File: config.mk
export PLATFORM = sky130hd
export DESIGN_NAME = utf8_stream_validator_flat
export DESIGN_NICKNAME = d
export VERILOG_FILES = /design/src/design/u8v_pkg.sv /design/src/design/u8v_if.sv /design/src/design/u8v_step.sv /design/src/design/utf8_stream_validator.sv /design/src/flat_wrapper.sv
export SDC_FILE = /design/constraint.sdc
export NUM_CORES = 1
export LEC_CHECK = 0
export ABC_AREA = 0
export BUFFER_PORTS_ARGS = -buffer_cell sky130_fd_sc_hd__buf_2
export CAP_MARGIN = 20
export CORE_MARGIN = 10
export CORE_UTILIZATION = 60
export CTS_BUF_LIST = sky130_fd_sc_hd__clkbuf_4 sky130_fd_sc_hd__clkbuf_8
export DETAILED_ROUTE_END_ITERATION = 12
export GPL_TIMING_DRIVEN = 0
export PLACE_DENSITY = 0.81
export SLEW_MARGIN = 20
export SYNTH_ARGS = -nofsm -noshare
export SYNTH_HDL_FRONTEND = slang
export SYNTH_SLANG_ARGS = --single-unit
File: constraint.sdc
create_clock -name clk_i -period 3.87 [get_ports clk_i]
set_clock_uncertainty 0.05 [all_clocks]
set_input_delay 0.1935 -clock clk_i [delete_from_list [all_inputs] [get_ports clk_i]]
set_output_delay 0.1935 -clock clk_i [all_outputs]
set_load 0.005 [all_outputs]
File: src/design/u8v_pkg.sv
// Package for the UTF-8 stream validator: state type and byte class constants.
`default_nettype none
package u8v_pkg;

  localparam int unsigned CodeW = 21;

  localparam logic [7:0] AsciiTop  = 8'h80;
  localparam logic [7:0] Lead2Lo   = 8'hc2;
  localparam logic [7:0] Lead2Hi   = 8'hdf;
  localparam logic [7:0] Lead3Lo   = 8'he0;
  localparam logic [7:0] Lead3Hi   = 8'hef;
  localparam logic [7:0] Lead4Lo   = 8'hf0;
  localparam logic [7:0] Lead4Hi   = 8'hf4;
  localparam logic [7:0] ContMask  = 8'hc0;
  localparam logic [7:0] ContTag   = 8'h80;

  localparam logic [CodeW-1:0] Min3Byte  = 21'h000800;
  localparam logic [CodeW-1:0] Min4Byte  = 21'h010000;
  localparam logic [CodeW-1:0] MaxCode   = 21'h10ffff;
  localparam logic [CodeW-1:0] SurrLo    = 21'h00d800;
  localparam logic [CodeW-1:0] SurrHi    = 21'h00dfff;

  // Continuation counts of the sequence kinds.
  localparam logic [1:0] SeqNone = 2'd0;
  localparam logic [1:0] Seq2    = 2'd1;
  localparam logic [1:0] Seq3    = 2'd2;
  localparam logic [1:0] Seq4    = 2'd3;

  typedef struct packed {
    logic [1:0]       remaining;
    logic [1:0]       seq_len;
    logic [CodeW-1:0] code;
    logic             failed;
  } state_t;

endpackage
`default_nettype wire

File: src/design/u8v_if.sv
// Stream interfaces for the byte input and the verdict output.
`default_nettype none
interface u8v_in_if;
  logic       valid;
  logic       ready;
  logic [7:0] byte_value;
  logic       has_byte;
  logic       last;

  modport source (output valid, output byte_value, output has_byte, output last,
                  input ready);
  modport sink (input valid, input byte_value, input has_byte, input last,
                output ready);
endinterface

interface u8v_out_if;
  logic valid;
  logic ready;
  logic valid_res;

  modport source (output valid, output valid_res, input ready);
  modport sink (input valid, input valid_res, output ready);
endinterface
`default_nettype wire

File: src/design/u8v_step.sv
// Next-state logic of the validator for one item.
`default_nettype none
module u8v_step (
  input  wire u8v_pkg::state_t state_i,
  input  wire logic [7:0]      byte_i,
  input  wire logic            has_byte_i,
  input  wire logic            last_i,
  output u8v_pkg::state_t      state_o,
  output logic                 valid_res_o
);

  u8v_pkg::state_t taken;
  logic [u8v_pkg::CodeW-1:0] code_n;
  logic [1:0] rem_n;

  always_comb begin
    taken  = state_i;
    code_n = {state_i.code[u8v_pkg::CodeW-7:0], byte_i[5:0]};
    rem_n  = state_i.remaining - 2'd1;
    if (has_byte_i && !state_i.failed) begin
      if (state_i.remaining == 2'd0) begin
        if (byte_i == 8'h00) begin
          taken.failed = 1'b1;
        end else if (byte_i < u8v_pkg::AsciiTop) begin
          taken = state_i;
        end else if (byte_i inside {[u8v_pkg::Lead2Lo:u8v_pkg::Lead2Hi]}) begin
          taken.code      = {16'd0, byte_i[4:0]};
          taken.seq_len   = u8v_pkg::Seq2;
          taken.remaining = u8v_pkg::Seq2;
        end else if (byte_i inside {[u8v_pkg::Lead3Lo:u8v_pkg::Lead3Hi]}) begin
          taken.code      = {17'd0, byte_i[3:0]};
          taken.seq_len   = u8v_pkg::Seq3;
          taken.remaining = u8v_pkg::Seq3;
        end else if (byte_i inside {[u8v_pkg::Lead4Lo:u8v_pkg::Lead4Hi]}) begin
          taken.code      = {18'd0, byte_i[2:0]};
          taken.seq_len   = u8v_pkg::Seq4;
          taken.remaining = u8v_pkg::Seq4;
        end else begin
          taken.failed = 1'b1;
        end
      end else if ((byte_i & u8v_pkg::ContMask) != u8v_pkg::ContTag) begin
        taken.failed = 1'b1;
      end else begin
        taken.code      = code_n;
        taken.remaining = rem_n;
        // Sequence complete: refuse overlong forms, surrogates, out of range.
        if (rem_n == 2'd0) begin
          if ((state_i.seq_len == u8v_pkg::Seq3 && code_n < u8v_pkg::Min3Byte) ||
              (state_i.seq_len == u8v_pkg::Seq4 && code_n < u8v_pkg::Min4Byte) ||
              (code_n > u8v_pkg::MaxCode) ||
              (code_n >= u8v_pkg::SurrLo && code_n <= u8v_pkg::SurrHi)) begin
            taken.failed = 1'b1;
          end
        end
      end
    end
    valid_res_o = !taken.failed && (taken.remaining == 2'd0);
    // Close the string: return to the reset state.
    state_o = last_i ? '0 : taken;
  end

endmodule
`default_nettype wire

File: src/design/utf8_stream_validator.sv
// Top level of the streaming strict UTF-8 validator.
// The only feedback loop is the state update; verdicts pass input then result register.
// Throughput: one item per cycle while no verdict is stuck in the result register.
// Input register and result register decouple the two sides, so a waiting result
// does not stop bytes that are not marked last.
// Reset (rst_ni low, asynchronous): both registers empty, checker state cleared.
`default_nettype none
module utf8_stream_validator (
  input  wire logic  clk_i,
  input  wire logic  rst_ni,
  u8v_in_if.sink     in_i,
  u8v_out_if.source  out_o
);

  // Input register: holds one accepted item.
  logic       s1_valid_q;
  logic [7:0] s1_byte_q;
  logic       s1_has_q;
  logic       s1_last_q;

  // Checker state and result register.
  u8v_pkg::state_t state_q, state_d;
  logic            res_valid_q;
  logic            res_q;
  logic            res_d;

  logic s1_adv;
  logic in_take;

  // Advance the held item unless it carries a verdict and the result register is stuck.
  assign s1_adv  = s1_valid_q && (!s1_last_q || !res_valid_q || out_o.ready);
  assign in_take = in_i.valid && in_i.ready;
  assign in_i.ready = !s1_valid_q || s1_adv;

  u8v_step u_step (
    .state_i     (state_q),
    .byte_i      (s1_byte_q),
    .has_byte_i  (s1_has_q),
    .last_i      (s1_last_q),
    .state_o     (state_d),
    .valid_res_o (res_d)
  );

  // Input register control; payload loads without reset.
  always_ff @(posedge clk_i or negedge rst_ni) begin
    if (!rst_ni) begin
      s1_valid_q <= 1'b0;
    end else if (in_i.ready) begin
      s1_valid_q <= in_i.valid;
    end
  end

  always_ff @(posedge clk_i) begin
    if (in_take) begin
      s1_byte_q <= in_i.byte_value;
      s1_has_q  <= in_i.has_byte;
      s1_last_q <= in_i.last;
    end
  end

  // Commit state and, on the last item, load the verdict.
  always_ff @(posedge clk_i or negedge rst_ni) begin
    if (!rst_ni) begin
      state_q     <= '0;
      res_valid_q <= 1'b0;
    end else begin
      if (s1_adv) begin
        state_q <= state_d;
      end
      if (s1_adv && s1_last_q) begin
        res_valid_q <= 1'b1;
      end else if (out_o.ready) begin
        res_valid_q <= 1'b0;
      end
    end
  end

  always_ff @(posedge clk_i) begin
    if (s1_adv && s1_last_q) begin
      res_q <= res_d;
    end
  end

  assign out_o.valid     = res_valid_q;
  assign out_o.valid_res = res_q;

  // A verdict only ever follows a last item leaving the input register.
  a_res_source: assert property (@(posedge clk_i) disable iff (!rst_ni)
    $rose(res_valid_q) |-> $past(s1_adv && s1_last_q))
    else $error("result appeared without a closing item");

  // Closing a string returns the checker to its reset state.
  a_state_clear: assert property (@(posedge clk_i) disable iff (!rst_ni)
    (s1_adv && s1_last_q) |=> (state_q == '0))
    else $error("state not cleared after a string");

  // Pending continuation count never exceeds the sequence length.
  a_rem_bound: assert property (@(posedge clk_i) disable iff (!rst_ni)
    state_q.remaining <= state_q.seq_len)
    else $error("remaining count beyond sequence length");

  // An empty input register always takes a new item.
  a_ready_empty: assert property (@(posedge clk_i) disable iff (!rst_ni)
    !s1_valid_q |-> in_i.ready)
    else $error("input stalled with empty register");

endmodule
`default_nettype wire
File: src/flat_wrapper.sv
// flat-port wrapper written by rule: the top's interface ports become plain ports
module utf8_stream_validator_flat 
  (clk_i, rst_ni, in_i_valid, in_i_byte_value, in_i_has_byte, in_i_last, in_i_ready, out_o_valid, out_o_valid_res, out_o_ready);
  u8v_in_if in_i_i ();
  u8v_out_if out_o_i ();
  input  wire logic clk_i;
  input  wire logic rst_ni;
  input wire logic [$bits(in_i_i.valid)-1:0] in_i_valid;
  input wire logic [$bits(in_i_i.byte_value)-1:0] in_i_byte_value;
  input wire logic [$bits(in_i_i.has_byte)-1:0] in_i_has_byte;
  input wire logic [$bits(in_i_i.last)-1:0] in_i_last;
  output wire logic [$bits(in_i_i.ready)-1:0] in_i_ready;
  output wire logic [$bits(out_o_i.valid)-1:0] out_o_valid;
  output wire logic [$bits(out_o_i.valid_res)-1:0] out_o_valid_res;
  input wire logic [$bits(out_o_i.ready)-1:0] out_o_ready;
  assign in_i_i.valid = in_i_valid;
  assign in_i_i.byte_value = in_i_byte_value;
  assign in_i_i.has_byte = in_i_has_byte;
  assign in_i_i.last = in_i_last;
  assign in_i_ready = in_i_i.ready;
  assign out_o_valid = out_o_i.valid;
  assign out_o_valid_res = out_o_i.valid_res;
  assign out_o_i.ready = out_o_ready;
  utf8_stream_validator u_core (.clk_i(clk_i), .rst_ni(rst_ni), .in_i(in_i_i), .out_o(out_o_i));
endmodule
=== Word level (Yosys, flattened, before mapping) ===
Cells that the tools add are included.

* Register bits after elaboration: 33
* Input port bits: 14
* Output and inout bits: 3
* Logic and storage cells: 85

* Add/subtract/negate cells: 1
* Magnitude comparators: 12
* Equality and inequality tests: 9
* Multiplexer cells: 21
* Reduce and logical (&&, ||, !) cells: 32

{| class="wikitable"
|+ Operators with widths
! operator !! count
|-
| $mux 25 || 4
|-
| $mux 26 || 3
|-
| $ge 8x8->1 const B || 3
|-
| $le 8x8->1 const B || 3
|-
| $mux 22 || 1
|-
| $ge 21x16->1 const B || 1
|-
| $gt 21x21->1 const B || 1
|-
| $le 21x16->1 const B || 1
|-
| $lt 21x12->1 const B || 1
|-
| $lt 21x17->1 const B || 1
|-
| $mux 21 || 1
|-
| $reduce_and 6->1 || 2
|-
| $logic_and 1x1->1 || 11
|-
| $mux 1 || 9
|-
| $ne 3x2->1 const B || 3
|-
| $logic_not 8->1 || 1
|-
| $lt 8x8->1 const B || 1
|-
| $logic_not 2->1 || 3
|-
| $logic_or 1x1->1 || 6
|-
| $mux 2 || 3
|-
| $reduce_bool 2->1 || 3
|-
| $logic_not 1->1 || 5
|-
| $ne 5x1->1 const B || 1
|-
| $eq 2x2->1 const B || 2
|-
| 4 further kinds || 5
|}

=== Longest topological paths before layout ===
* Depth after elaboration: 12
* Mapped depth: 8

=== By module ===
Synthesis repeated with hierarchy kept, for this count alone.

* Cells, all modules: 311
* Area total of the unflattened synthesis: 2966.6 um^2

{| class="wikitable"
|+ By module, submodules not included
! module !! times used !! cells an instance !! area an instance (um^2)
|-
| utf8_stream_validator || 1 || 170 || 1983.2
|-
| u8v_step || 1 || 141 || 983.4
|}

=== Worst setup path before layout ===
Ideal clock, no wire load.

* Kind: flip-flop to flip-flop
* Start point: register u_core.state_q[24] in the netlist's numbering
* End point: register u_core.state_q[2] in the netlist's numbering
* Data arrival time: 1.690 ns
* Path slack: 2.009 ns
* Cell stages (with the launch flop): 9
* Clock period less this slack: 1.861 ns
* Cells stage by stage: dfrtp_1 > inv_1 > ha_1 > buf_2 > nand2_1 > a21oi_2 > a21oi_2 > or3_4 > a32o_1

* Cells in the longest elaborated chain, start to end: 4

{| class="wikitable"
|+ Ends and longest elaborated chain
! what !! RTL line !! RTL
|-
| from (decl) || utf8_stream_validator.sv:22 || <nowiki>u8v_pkg::state_t state_q, state_d;</nowiki>
|-
| from (signal assigned) || utf8_stream_validator.sv:68 || <nowiki>state_q <= state_d;</nowiki>
|-
| $logic_not 2->1 (*) || u8v_step.sv:21 || <nowiki>if (state_i.remaining == 2'd0) begin</nowiki>
|-
| branches (longest 3 deep; another with $reduce_and 6->1) || -- ||
|}

Every way passes the cells marked *. The select of a mux whose other input is x is not followed.
A chain may end at the register's enable or synchronous reset.

=== Final worst setup path ===
* Start point: register u_core.state_q[24] in the netlist's numbering
* End point: register u_core.state_q[9] in the netlist's numbering

Same word-level chain as after synthesis.

==> flow_metrics.py <==
metrics = {
    "sta": {
        "finalWorstSetupSlack_ns": 1.77,
        "maxSlewViolCount": 0,
        "fmax_mhz": 476,
        "grt_setup_unrepaired": "no",
        "tightest_slew_ns": 0.611,
        "setup_violations": 0,
        "finalCriticalPeriod_ns": 2.10,
        "final-hold-violation-count": 0,
        "fin_tns_setup_ns": 0,
        "hold_ws_ns": 0.284,
        "finalCritPeriodShare": 0.543,
        "relSlewSlack": 0.587,
    },
    "placement": {
        "gp_congestion": 0.991,
        "io_buffers": 16,
        "dp.cells": 198,
        "place_ws_ns": 1.81,
        "dp_hpwl_um": 2700,
    },
    "clocking": {
        "numClockSinks": 33,
        "htreeDepth": 2,
        "numCtsBuffers": 5,
        "cts_resized": 0,
        "worst_skew_pair.late_latency_ns": 0.34,
        "cts_tree": "done",
        "root_buffer": "clkbuf_4",
        "post_cts_buffers": 0,
        "clockBufferDepth": 2,
        "clk_pin_slew_ns": 0.10,
    },
    "critical_path": {
        "startpoint_type": "register",
        "cp_slowest_cell": "dfrtp_1",
        "path_common_cell": "a21oi_2",
        "max_stage_delay_ns": 0.43,
        "critPathCaptureType": "register",
        "rr_endpoint": "u_core.state_q[9]$_DFFE_PN0P_",
        "r2r_start": "u_core.state_q[24]$_DFFE_PN0P_",
        "worstRegToRegCells": 8,
        "path_buf_inv": 2,
        "reg2reg_slack_ns": 1.77,
        "crit_chain": "inv_1, ha_1, buf_2, nand2_1, a21oi_2, a21oi_2, nor2_1, o21ai_0",
        "cp_max_fo": 10,
        "crit_family": "simple AND/OR/NAND/NOR gates",
        "worstPathRequired_ns": 4.02,
        "cp.arrival_ns": 2.25,
        "critPathKind": "reg2reg",
    },
    "floorplanning": {
        "chipWidth_um": 72.7,
        "core_um2": 2710,
        "num_io_pins": 17,
        "rows": 19,
        "die-area_um2": 5280,
        "initial_utilization": 0.614,
        "die_h_um": 72.7,
    },
    "yosys": {
        "syn_avg_cell_area_um2": 11.0,
        "yosys.cell_types.count": 41,
        "async_flop_share": 0.667,
        "ys_seq_elements": 33,
        "ys.flop_type": "dfrtp_1",
        "syn_inst": 151,
        "yosysSeqAreaShare": 0.529,
        "synth_fp_nets": 167,
        "synth-edff-count": 11,
        "yosysWarnings": 0,
        "synth_area_um2": 1660,
    },
    "finish": {
        "layout_commonest_cell": "dfrtp_1",
        "layout_common_cells": "dfrtp_1 (22), buf_2 (18), o21ai_0 (16)",
        "fin_util": 0.735,
        "drive_gt1_frac": 0.181,
        "fin_cells": 219,
        "nets": 203,
        "antenna_cells": 0,
        "fill_cells": 189,
        "area_growth_pct": 19.7,
    },
    "routing": {
        "drt.antenna.violating_nets": 0,
        "drc_errors": 0,
        "vias_per_cell": 6.32,
        "wl_per_cell_um": 18.0,
        "wl_um": 3950,
        "vias": 1383,
        "dr.pass1.iters": 4,
        "drt-initial-drc-count": 143,
    },
    "global_routing": {
        "antenna_found_initial": 0,
        "grt_pass1_wl_um": 6480,
        "overflow": 0,
        "grt_pass1_vias": 1393,
        "gr-usage-all-layers": 0.154,
        "grt_max_degree": 23,
    },
    "power_and_ir_drop": {
        "p_leak_nw": 0.804,
        "irDropWorstVdd_mv": 0.477,
        "p_per_area_nw_per_um2": 455,
    },
    "worst_hold_path": {
        "worst_hold_path_type": "in2async",
    },
    "job": {
        "cap_violations": 0,
    },
    "run_status": {
        "status": "completed",
    },
}
-- through the flow --
| step | instance area, um^2 | power, mW |
|---|---|---|
| 2_1_floorplan | 1660 | 0.584 |
| 3_3_place_gp | 1780 | 0.633 |
| 3_5_place_dp | 1780 | 0.642 |
| 4_1_cts | 1990 | 0.905 |
| 5_1_grt | 1990 | 0.947 |
| 6_report | 1990 | 0.907 |
-- per-layer routing --
| metal | global-route usage | wire length (um) |
|---|---|---|
| met3 | 0.0490 | 246 |
| met4 | 0.0823 | 106 |
| met2 | 0.249 | 2000 |
| met5 | 0 | 0 |
| met1 | 0.177 | 1590 |
-- flip-flops by register name (all words and copies together), names as in the netlist --
register	flops
u_core.s1_has_q	1
u_core.s1_byte_q	8
u_core.state_q	20
u_core.out_o.valid	1
u_core.s1_last_q	1
u_core.out_o.valid_res	1
u_core.s1_valid_q	1
-- area by class of cell --
class                           instances  area (um^2)  area share
Timing Repair Buffer                   29          210       0.106
Inverter                                6         22.5      0.0113
Multi-Input combinational cell        108          743       0.373
Buffer                                  4         17.5     0.00879
Tap cell                               31         38.8      0.0195
Clock buffer                            6         45.0      0.0226
Clock inverter                          2         33.8      0.0170
Sequential cell                        33          881       0.442
-- cells in the mapped netlist, drive strengths merged (3+ instances only) --
| cell | n | share of area |
|---|---|---|
| dfrtp | 22 | 0.33 |
| o21ai | 16 | 0.048 |
| nand2b | 15 | 0.056 |
| edfxtp | 11 | 0.20 |
| a22oi | 10 | 0.045 |
| a21oi | 7 | 0.026 |
| nor2 | 7 | 0.016 |
| a32o | 6 | 0.036 |
| inv | 6 | 0.014 |
| nand2 | 6 | 0.014 |
| nor4 | 5 | 0.032 |
| and2 | 3 | 0.011 |
| nand3b | 3 | 0.014 |
| o22ai | 3 | 0.011 |
-- where the power goes --
group / switching [mW] / internal, mW
logic: 0.103 / 0.0868
registers: 0.0486 / 0.411
clock network: 0.116 / 0.141
-- cells by family after synthesis --
| group | count (synthesis) | synth area share |
|---|---|---|
| compound gates | 55 | 0.232 |
| fa+ha+maj | 2 | 0.0150 |
| buf+inv | 10 | 0.0241 |
| flops | 33 | 0.529 |
| simple gates | 51 | 0.200 |
-- worst max-delay path by stage --
stage,startpoint,cells after the start,to
floorplan,u_core.state_q[24]$_DFFE_PN0P_,8,u_core.state_q[2]$_DFFE_PN0P_
global placement,u_core.state_q[24]$_DFFE_PN0P_,8,u_core.state_q[4]$_DFFE_PN0P_
detailed placement,u_core.state_q[24]$_DFFE_PN0P_,8,u_core.state_q[9]$_DFFE_PN0P_
CTS,u_core.state_q[25]$_DFFE_PN0P_,8,u_core.state_q[9]$_DFFE_PN0P_
global route,u_core.state_q[24]$_DFFE_PN0P_,8,u_core.state_q[15]$_DFFE_PN0P_
finish,u_core.state_q[24]$_DFFE_PN0P_,8,u_core.state_q[9]$_DFFE_PN0P_
-- what timing repair did --
action	in CTS	in global routing
setup endpoints to repair	0	0
endpoints found under the hold margin	34	0
hold buffers	13	0
Power figures use the tool's default switching activity.
